`config.mk`:
```
export PLATFORM = sky130hd
export DESIGN_NAME = time_to_vibration_pattern
export DESIGN_NICKNAME = d
export VERILOG_FILES = /design/src/tvp_pkg.sv /design/src/tvp_front.sv /design/src/tvp_queue.sv /design/src/tvp_back.sv /design/src/time_to_vibration_pattern.sv
export SDC_FILE = /design/constraint.sdc
export NUM_CORES = 1
export LEC_CHECK = 0
export BUFFER_PORTS_ARGS = -buffer_cell sky130_fd_sc_hd__buf_2
export CAP_MARGIN = 5
export CORE_MARGIN = 2
export CORE_UTILIZATION = 30
export DETAILED_ROUTE_END_ITERATION = 12
export PLACE_DENSITY = 0.51
export RECOVER_POWER = 50
export SLEW_MARGIN = 20
export SYNTH_ARGS = -nofsm -noshare
export SYNTH_HDL_FRONTEND = slang
export SYNTH_SLANG_ARGS = --single-unit
```
`constraint.sdc`:
```
create_clock -name clk -period 3.6 [get_ports clk]
set_input_delay 0.18 -clock clk [delete_from_list [all_inputs] [get_ports clk]]
set_output_delay 0.18 -clock clk [all_outputs]
set_load 0.03 [all_outputs]
```
`src/tvp_pkg.sv`:
```
// Types, codes and constants shared by the vibration pattern block.
package tvp_pkg;

  localparam logic [7:0] UNIT_RESET = 8'd100;

  localparam logic [3:0] DIGIT_MAX  = 4'd9;
  localparam logic [3:0] LONG_BASE  = 4'd5;
  localparam logic [3:0] LONG_FIRST = 4'd6;

  localparam logic [2:0] LEN_ZERO  = 3'd5;
  localparam logic [2:0] LEN_SHORT = 3'd1;
  localparam logic [2:0] LEN_LONG  = 3'd3;

  localparam logic [2:0] GAP_PULSE = 3'd1;
  localparam logic [2:0] GAP_DIGIT = 3'd3;
  localparam logic [2:0] GAP_HOUR  = 3'd7;

  typedef struct packed {
    logic       two_digit_hour;
    logic [3:0] hour_tens;
    logic [3:0] hour_ones;
    logic [2:0] minute_tens;
    logic [3:0] minute_ones;
  } in_item_t;

  typedef struct packed {
    logic [10:0] duration;
    logic        motor_on;
    logic        last_segment;
  } out_item_t;

  typedef struct packed {
    logic [2:0] pulses;
    logic [2:0] len;
    logic [2:0] gap;
    logic       last;
  } digit_cmd_t;

  typedef enum logic [1:0] {
    DIG_HOUR_TENS,
    DIG_HOUR_ONES,
    DIG_MINUTE_TENS,
    DIG_MINUTE_ONES
  } digit_sel_t;

  typedef enum logic {
    FR_IDLE,
    FR_EMIT
  } front_state_t;

  typedef enum logic [1:0] {
    BK_IDLE,
    BK_PULSE,
    BK_GAP
  } back_state_t;

endpackage

```
`src/tvp_front.sv`:
```
// Front end: accepts a time item and splits it into per-digit pulse commands.
module tvp_front
  import tvp_pkg::*;
(
  input  logic       clk,
  input  logic       rst,
  input  logic       in_valid,
  output logic       in_stall,
  input  in_item_t   in_item,
  output logic       push,
  output digit_cmd_t push_cmd,
  input  logic       full
);

  front_state_t state, state_next;
  in_item_t     item;
  digit_sel_t   sel;
  logic [3:0]   digit;
  logic [3:0]   clamped;
  logic         accept;

  assign accept = in_valid && !in_stall;

  always_comb begin
    state_next = state;
    unique case (state)
      FR_IDLE: begin
        if (in_valid) state_next = FR_EMIT;
      end
      FR_EMIT: begin
        if (!full && sel == DIG_MINUTE_ONES) state_next = FR_IDLE;
      end
      default: state_next = FR_IDLE;
    endcase
  end

  always_comb begin
    in_stall = (state != FR_IDLE);
    push     = (state == FR_EMIT) && !full;
  end

  always_comb begin
    unique case (sel)
      DIG_HOUR_TENS:   digit = item.hour_tens;
      DIG_HOUR_ONES:   digit = item.hour_ones;
      DIG_MINUTE_TENS: digit = {1'b0, item.minute_tens};
      DIG_MINUTE_ONES: digit = item.minute_ones;
      default:         digit = item.minute_ones;
    endcase
    clamped = (digit > DIGIT_MAX) ? DIGIT_MAX : digit;
    priority if (clamped == 4'd0) begin
      push_cmd.pulses = 3'd1;
      push_cmd.len    = LEN_ZERO;
    end else if (clamped < LONG_FIRST) begin
      push_cmd.pulses = clamped[2:0];
      push_cmd.len    = LEN_SHORT;
    end else begin
      push_cmd.pulses = 3'(clamped - LONG_BASE);
      push_cmd.len    = LEN_LONG;
    end
    push_cmd.gap  = (sel == DIG_HOUR_ONES) ? GAP_HOUR : GAP_DIGIT;
    push_cmd.last = (sel == DIG_MINUTE_ONES);
  end

  always_ff @(posedge clk) begin
    if (rst) begin
      state <= FR_IDLE;
      sel   <= DIG_HOUR_TENS;
    end else begin
      state <= state_next;
      if (accept) begin
        sel <= in_item.two_digit_hour ? DIG_HOUR_TENS : DIG_HOUR_ONES;
      end else if (push) begin
        sel <= digit_sel_t'(sel + 2'd1);
      end
    end
  end

  always_ff @(posedge clk) begin
    if (accept) item <= in_item;
  end

endmodule

```
`src/tvp_queue.sv`:
```
// Short command queue between front end and segment sequencer.
module tvp_queue
  import tvp_pkg::*;
#(
  parameter int DEPTH = 4
) (
  input  logic       clk,
  input  logic       rst,
  input  logic       push,
  input  digit_cmd_t push_cmd,
  output logic       full,
  input  logic       pop,
  output digit_cmd_t pop_cmd,
  output logic       not_empty
);

  localparam int PW = $clog2(DEPTH);
  localparam int CW = $clog2(DEPTH + 1);
  localparam logic [PW-1:0] LAST_PTR = PW'(DEPTH - 1);
  localparam logic [CW-1:0] FULL_CNT = CW'(DEPTH);
  localparam logic [PW-1:0] PTR_STEP = PW'(1);
  localparam logic [CW-1:0] CNT_STEP = CW'(1);

  digit_cmd_t    mem [DEPTH];
  logic [PW-1:0] wr_ptr;
  logic [PW-1:0] rd_ptr;
  logic [CW-1:0] count;
  logic          do_push;
  logic          do_pop;

  assign full      = (count == FULL_CNT);
  assign not_empty = (count != '0);
  assign do_push   = push && !full;
  assign do_pop    = pop && not_empty;
  assign pop_cmd   = mem[rd_ptr];

  always_ff @(posedge clk) begin
    if (do_push) mem[wr_ptr] <= push_cmd;
  end

  always_ff @(posedge clk) begin
    if (rst) begin
      wr_ptr <= '0;
      rd_ptr <= '0;
      count  <= '0;
    end else begin
      if (do_push) wr_ptr <= (wr_ptr == LAST_PTR) ? '0 : wr_ptr + PTR_STEP;
      if (do_pop)  rd_ptr <= (rd_ptr == LAST_PTR) ? '0 : rd_ptr + PTR_STEP;
      if (do_push && !do_pop)      count <= count + CNT_STEP;
      else if (do_pop && !do_push) count <= count - CNT_STEP;
    end
  end

endmodule

```
`src/tvp_back.sv`:
```
// Segment sequencer: expands digit commands into timed on/off segments.
module tvp_back
  import tvp_pkg::*;
(
  input  logic       clk,
  input  logic       rst,
  input  logic [7:0] unit_duration,
  input  logic       cmd_valid,
  input  digit_cmd_t cmd,
  output logic       pop,
  output logic       out_valid,
  input  logic       out_stall,
  output out_item_t  out_item
);

  back_state_t state, state_next;
  digit_cmd_t  cur;
  logic [2:0]  remain;
  logic        load;
  logic        emit;
  logic [2:0]  seg_units;
  logic        seg_motor;
  logic        seg_last;
  logic        final_pulse;

  assign load        = !out_valid || !out_stall;
  assign final_pulse = (remain == 3'd1);

  always_comb begin
    state_next = state;
    unique case (state)
      BK_IDLE: begin
        if (cmd_valid) state_next = BK_PULSE;
      end
      BK_PULSE: begin
        if (load) state_next = (cur.last && final_pulse) ? BK_IDLE : BK_GAP;
      end
      BK_GAP: begin
        if (load) state_next = final_pulse ? BK_IDLE : BK_PULSE;
      end
      default: state_next = BK_IDLE;
    endcase
  end

  always_comb begin
    pop       = 1'b0;
    emit      = 1'b0;
    seg_units = cur.len;
    seg_motor = 1'b1;
    seg_last  = 1'b0;
    unique case (state)
      BK_IDLE: begin
        pop = cmd_valid;
      end
      BK_PULSE: begin
        emit     = load;
        seg_last = cur.last && final_pulse;
      end
      BK_GAP: begin
        emit      = load;
        seg_motor = 1'b0;
        seg_units = final_pulse ? cur.gap : GAP_PULSE;
      end
      default: begin
        pop = 1'b0;
      end
    endcase
  end

  always_ff @(posedge clk) begin
    if (rst) begin
      state     <= BK_IDLE;
      out_valid <= 1'b0;
    end else begin
      state <= state_next;
      if (emit)            out_valid <= 1'b1;
      else if (!out_stall) out_valid <= 1'b0;
    end
  end

  always_ff @(posedge clk) begin
    if (pop) begin
      cur    <= cmd;
      remain <= cmd.pulses;
    end else if (emit && state == BK_GAP) begin
      remain <= remain - 3'd1;
    end
    if (emit) begin
      out_item.duration     <= 11'(seg_units) * 11'(unit_duration);
      out_item.motor_on     <= seg_motor;
      out_item.last_segment <= seg_last;
    end
  end

endmodule

```
`src/time_to_vibration_pattern.sv`:
```
// Top level: clock time to vibration on/off segment pattern.
//
//   channel  direction  handshake            payload
//   in       input      in_valid / in_stall  in_item  (in_item_t)
//   out      output     out_valid / out_stall out_item (out_item_t)
//   cfg      input      cfg_valid / cfg_ready cfg_data (unit duration, 8 bits)
//
// One segment leaves per cycle while out_stall is low; an item gives up to 39
// segments, and the sequencer passes through idle to pop each digit command.
// The front end splits an item into up to four digit commands and takes the
// next item while the queue still drains. Reset empties the queue,
// drops any pending segment and sets the unit duration to 100 ms.
// out_stall holds the output register and backs up queue and input in turn.
module time_to_vibration_pattern
  import tvp_pkg::*;
#(
  parameter int QUEUE_DEPTH = 4
) (
  input  logic       clk,
  input  logic       rst,
  input  logic       in_valid,
  output logic       in_stall,
  input  in_item_t   in_item,
  output logic       out_valid,
  input  logic       out_stall,
  output out_item_t  out_item,
  input  logic       cfg_valid,
  output logic       cfg_ready,
  input  logic [7:0] cfg_data
);

  logic [7:0] unit_duration;
  logic       q_push;
  digit_cmd_t q_push_cmd;
  logic       q_full;
  logic       q_pop;
  digit_cmd_t q_pop_cmd;
  logic       q_not_empty;

  assign cfg_ready = 1'b1;

  always_ff @(posedge clk) begin
    if (rst) begin
      unit_duration <= UNIT_RESET;
    end else if (cfg_valid && cfg_ready) begin
      unit_duration <= cfg_data;
    end
  end

  tvp_front u_front (
    .clk      (clk),
    .rst      (rst),
    .in_valid (in_valid),
    .in_stall (in_stall),
    .in_item  (in_item),
    .push     (q_push),
    .push_cmd (q_push_cmd),
    .full     (q_full)
  );

  tvp_queue #(
    .DEPTH (QUEUE_DEPTH)
  ) u_queue (
    .clk       (clk),
    .rst       (rst),
    .push      (q_push),
    .push_cmd  (q_push_cmd),
    .full      (q_full),
    .pop       (q_pop),
    .pop_cmd   (q_pop_cmd),
    .not_empty (q_not_empty)
  );

  tvp_back u_back (
    .clk           (clk),
    .rst           (rst),
    .unit_duration (unit_duration),
    .cmd_valid     (q_not_empty),
    .cmd           (q_pop_cmd),
    .pop           (q_pop),
    .out_valid     (out_valid),
    .out_stall     (out_stall),
    .out_item      (out_item)
  );

`ifndef NO_ASSERTIONS
  a_no_overflow: assert property (@(posedge clk) disable iff (rst)
    !(q_push && q_full))
    else $error("digit command pushed into a full queue");

  a_last_is_on: assert property (@(posedge clk) disable iff (rst)
    out_valid && out_item.last_segment |-> out_item.motor_on)
    else $error("final segment is a pause");

  a_busy_after_accept: assert property (@(posedge clk) disable iff (rst)
    in_valid && !in_stall |=> in_stall)
    else $error("front end took a second item before splitting the first");

  a_pop_nonempty: assert property (@(posedge clk) disable iff (rst)
    q_pop |-> q_not_empty)
    else $error("sequencer popped an empty queue");
`endif

endmodule
```
======== After elaboration in Yosys (flattened, before gate mapping) ========
Memories as Yosys holds them, arrays and structs flattened. A register that Yosys moved wholly into a read port is not among the register bits.
Cells that the tools add are included.
Widths: inputs -> output; s select.
word-level totals
  input port bits ......................... 29
  bits in registers ....................... 59
  memory bits (writable) .................. 40
  output and inout port bits .............. 16
  memories ................................ 1
  logic and storage cells ................. 103
cells by class
  equality and inequality tests ........... 13
  reduce and logical (&&, ||, !) cells .... 25
  $add $sub $neg .......................... 7
  multiply operators ...................... 1
  muxes and demuxes ....................... 34
  bitwise logic cells ..................... 1
  magnitude comparators ................... 2
memories
  name         depth  bits a word  rd ports  clocked after memory_dff  write ports  RTL line         source
  u_queue.mem  4      10           1         1                         1            tvp_queue.sv:24  digit_cmd_t mem [DEPTH];
operator list
  cell                 number
  $mux 3               7
  $mux 2               10
  $pmux 4 s4           1
  $mux 6               2
  $mul 3x8->11         1
  $mux 1               11
  $eq 2x2->1 const B   5
  $logic_and 1x1->1    9
  $ne 2x1->1 const B   4
  $add 2x1->2 const B  3
  $logic_not 1->1      6
  $pmux 2 s3           1
  $reduce_bool 2->1    3
  $sub 3x1->3 const B  2
  $eq 2x1->1 const B   2
  $gt 4x4->1 const B   1
  $logic_not 2->1      2
  $logic_not 4->1      1
  $lt 4x3->1 const B   1
  $mux 4               1
  $add 3x1->3 const B  1
  $eq 3x1->1 const B   1
  $eq 3x3->1 const B   1
  $reduce_and 3->1     1
  other kinds (6)      6

======== Longest topological paths before layout ========
  depth in word-level cells ............... 8
  gate-level depth with buffers ........... 14
  gate-level depth less buffers ........... 14

======== Cells and area by module ========
Synthesis repeated with hierarchy kept, for this count alone.
unflattened totals
  cells, all modules ...................... 356
  area total of the unflattened synthesis .. 4,785.8 µm²
modules (own cells, without submodules)
  module                     area each (µm²)  cells each  seq. area each (µm²)  instances
  tvp_queue                  1,933.1          102         1,381.3               1
  tvp_back                   1,676.6          157         750.7                 1
  tvp_front                  869.6            69          510.5                 1
  time_to_vibration_pattern  306.5            28          160.2                 1

======== Worst setup path before layout ========
OpenSTA, ideal clock, no wires.
  path type ............................... register -> register
  start ................................... register u_back.remain[1]
  end ..................................... register, netlist name u_back.out_item[10]
  path buffers ............................ 0
  data required time ...................... 3.342 ns
  setup slack ............................. 0.327 ns
  arrival time ............................ 3.015 ns
  clock period less this slack ............ 3.273 ns
  library setup time ...................... 0.258 ns
  stages on the path, launching flop included .. 15
  cell sequence ........................... edfxtp_1 -> inv_1 -> ha_1 -> nor2b_1 -> nand3_1 -> o21ai_0 -> and2_1 -> fa_1 -> ha_1 -> fa_1 -> a21o_1 -> a21oi_1 -> nor2_1 -> a211oi_2 -> xnor2_1
on the way
  longest elaborated chain between the ends .. 4
ends and longest elaborated chain
  what                    RTL line        source
  start, declared         tvp_back.sv:18  logic [2:0] remain;
  start signal, assigned  tvp_back.sv:84  remain <= cmd.pulses;
  start signal, assigned  tvp_back.sv:86  remain <= remain - 3'd1;
  $eq 3x1->1              tvp_back.sv:27  assign final_pulse = (remain == 3'd1);
  $mux 3                  tvp_back.sv:62  seg_units = final_pulse ? cur.gap : GAP_PULSE;
  $mux 3                  tvp_back.sv:51  unique case (state)
  $mul 3x8->11            tvp_back.sv:89  out_item.duration <= 11'(seg_units) * 11'(unit_duration);
Every way passes these cells.
A chain may end at the register's enable or synchronous reset.

======== Worst setup path after layout ========
  start ................................... register u_back.remain[0]
  end ..................................... register, netlist name u_back.out_item[10]
on the way
  longest elaborated chain between the ends .. 4
ends and longest elaborated chain
  what          RTL line
  $eq 3x1->1    tvp_back.sv:27
  $mux 3        tvp_back.sv:62
  $mux 3        tvp_back.sv:51
  $mul 3x8->11  tvp_back.sv:89
Every way passes these cells.

==> metrics.txt <==
status completed; final hold slack 0.0168 ns; synth top area cells edfxtp_1 (46%), dfxtp_1 (11%), ha_1 (8.3%), fa_1 (3.9%), mux4_2 (3.9%); worst min path class in2reg; #FFs+latches synth 86; Relative slew margins 0.461; Int Power 0.00247 W; Die Ht 121 um; first-pass GRT wire length approximately 12000 um; PnR worst setup slack approximately 0.22 ns; Max Cap Viol 0; die area about 15000 sq um; Worst-path clk slew 0.06 ns; Area growth syn-to-layout 19.5%; number of DRC markers in iteration 0 117; clock buffer count from CTS 9; layout filler cell count 1299; Top FF cell, synth edfxtp_1; Flop pwr share 0.394; fraction of the cycle the final worst path needs 0.939; most area-hungry cell type in the Yosys netlist edfxtp_1; setup violators final 0; # port buffers 43; Pleak 1.92 nW; type of element launching the critical path register; TritonRoute pass-1 iters 4; unrepaired setup endpoints after global routing no; DR WL/cell 12.8 um; Critical Path AT between 3 and 4 ns; Tmin final 3.38 ns; Yosys cell types 54; post-route ant nets 0; number of global-route vias before repair 2448; Synth Net Count between 300 and 400; area share of the largest cell type after synthesis 0.463; CTS Buffer Depth 2; Pins Over Slew Limit 0; GPL Wtd Cong 0.753; crit end category register; hpwl dp between 5000 and 6000 um; Vias 2472; f_max 296 MHz; Clock Latency Late Sink 0.34 ns; initial cell density of the core 0.308; Post-synth EDFFs 63; Final Net Count 433; asr flop ratio synth 0; P_sw 0.00132 W; peak supply drop ~0.44 mV; largest net degree at the start of global routing 20; final cell count without fillers 550; total track usage 0.108; Max FO, Critical Path 6; clock power share 0.242; # DRC 0; setup_tns 0 ns; Seq/Total Area, Yosys 0.575; Overflow after GRT 0; num ports 45; CP Class reg2reg; Place WS 0.0505 ns; synthesized cell area between 4000 and 5000 sq um; WL final 7070 um; Vias per Instance 4.49; Switching Share 0.348; FP Rows between 40 and 50; Die W 121 um; Logic pwr share 0.364; CTS tree built; CORE AREA 13300 sq um; Mapped Cells just over 300; H-Tree Depth 3; Pwr per Cell Area 775 nW/um^2; syn_area_per_cell 13.2 sq um; # diodes 0; Worst Skew around 0.0083 ns; worst-margin pin slew slightly above 0.8 ns; CTS sink cnt 86; post-placement cell count 526; Syn. warnings 0; CTS Root Cell clkbuf_16; Final Hold Violating Endpoints 0; share of cells above drive strength 1 0.184; initial antenna violation count 0; worst path required time 3.69 ns
cell type report:
| cell class | instances | area, sq um | share of cell area |
|---|---|---|---|
| repair buffers | 56 | 300 | 0.0614 |
| flip-flops and latches | 86 | 2350 | 0.481 |
| clock inverters | 7 | 72.6 | 0.0148 |
| inverters | 25 | 93.8 | 0.0192 |
| well taps | 176 | 220 | 0.0450 |
| multi-input cells | 191 | 1620 | 0.332 |
| clock buffers | 9 | 225 | 0.0461 |
state kept, by name, indices dropped and copies added, names as in the netlist, named ones only:
register / flops
u_back.cur: 4
u_back.remain: 3
u_back.state: 2
u_front.sel: 2
u_front.in_stall: 1
u_queue.mem: 28
u_front.item: 15
u_queue.wr_ptr: 2
u_back.out_item: 13
u_queue.rd_ptr: 2
u_queue.count: 3
u_back.out_valid: 1
unit_duration: 8
through the flow:
| step | area (sq um) | power (W) | utilization |
|---|---|---|---|
| after floorplan | 4090 | 0.00256 | - |
| after global placement | 4520 | 0.00288 | 0.340 |
| after detailed placement | 4520 | 0.00290 | 0.340 |
| after CTS | 4890 | 0.00385 | 0.368 |
| after global routing | 4890 | 0.00407 | 0.368 |
| final | 4890 | 0.00379 | 0.368 |
per-layer routing:
layer  vias up  wire length (um)  GRT usage
met5         -                 0          0
met4         0               117     0.0436
met3         7               306     0.0382
met2        53              3510      0.180
met1      1183              3130      0.128
li1       1229                 -          -
layout by cell type, fill, tap and decap left out, types with 3 or more instances in the layout:
cell type,synthesis,layout
a21o_1,4,4
dfxtp_1,23,23
buf_2,4,28
fa_1,8,8
edfxtp_1,63,63
xnor2_1,5,5
mux4_2,7,7
ha_1,27,26
nor3_1,4,4
mux2i_1,11,11
nor2_1,28,28
nand2_1,20,20
clkbuf_16,0,9
clkbuf_1,3,18
dlygate4sd3_1,0,7
buf_4,1,3
and2_1,11,10
inv_1,25,25
o21ai_0,5,5
a21oi_1,16,15
a21oi_2,3,4
xor2_1,4,4
worst max-delay path, cell delays in order (launching register included):
cell and delay [ns]:
edfxtp_1 0.41, ha_1 0.21, nor2b_2 0.16, mux2_2 0.32
and2_1 0.19, fa_1 0.45, ha_1 0.24, fa_1 0.40
a21o_1 0.19, a21oi_2 0.17, nor2_1 0.09, a211oi_2 0.22
xnor2_1 0.08
power by group through the flow:
stage	logic [W]	clock network [W]	registers [W]
finish	0.00138	0.000918	0.00149
global route	0.00156	0.000988	0.00152
CTS	0.00141	0.000946	0.00149
detailed placement	0.00139	0	0.00152
global placement	0.00137	0	0.00151
floorplan	0.000935	0	0.00162
timing repair:
action | 4_1_cts | 5_1_grt
endpoints found under the hold margin | 7 | 0
buffers inserted | 0 | 1
setup endpoints to repair | 0 | 2
hold buffers | 7 | 0
gates resized for setup | 0 | 6
cell families (layout without fill, tap and decap cells):
group,after synthesis,count (layout),share of synthesized area
XOR/XNOR,9,9,0.0193
adder cells (fa/ha/maj),35,35,0.122
flip-flops,86,86,0.575
other,1,1,0.000917
multiplexers,19,19,0.0682
AO/OA/AOI/OAI,51,51,0.0915
buffers and inverters,34,97,0.0333
AND/OR/NAND/NOR,76,76,0.0899
synth_stat cells (5+ instances only):
cell	n
a21oi_1	16
and2_1	11
dfxtp_1	23
edfxtp_1	63
fa_1	8
ha_1	27
inv_1	25
mux2i_1	11
mux4_2	7
nand2_1	20
nor2_1	28
o21ai_0	5
xnor2_1	5
worst paths after layout:
check	from	to	slack, ns	cells past startpoint
worst max-delay path	u_back.remain[0]	u_back.out_item[10]	0.22	12
worst min-delay path	in_item[7]	u_front.item[7]	0.02	1
worst max register to register	u_back.remain[0]	u_back.out_item[10]	0.22	12
worst min register to register	u_queue.rd_ptr[1]	u_queue.rd_ptr[1]	0.48	2
Note: power is estimated with default switching activity, not from simulation.
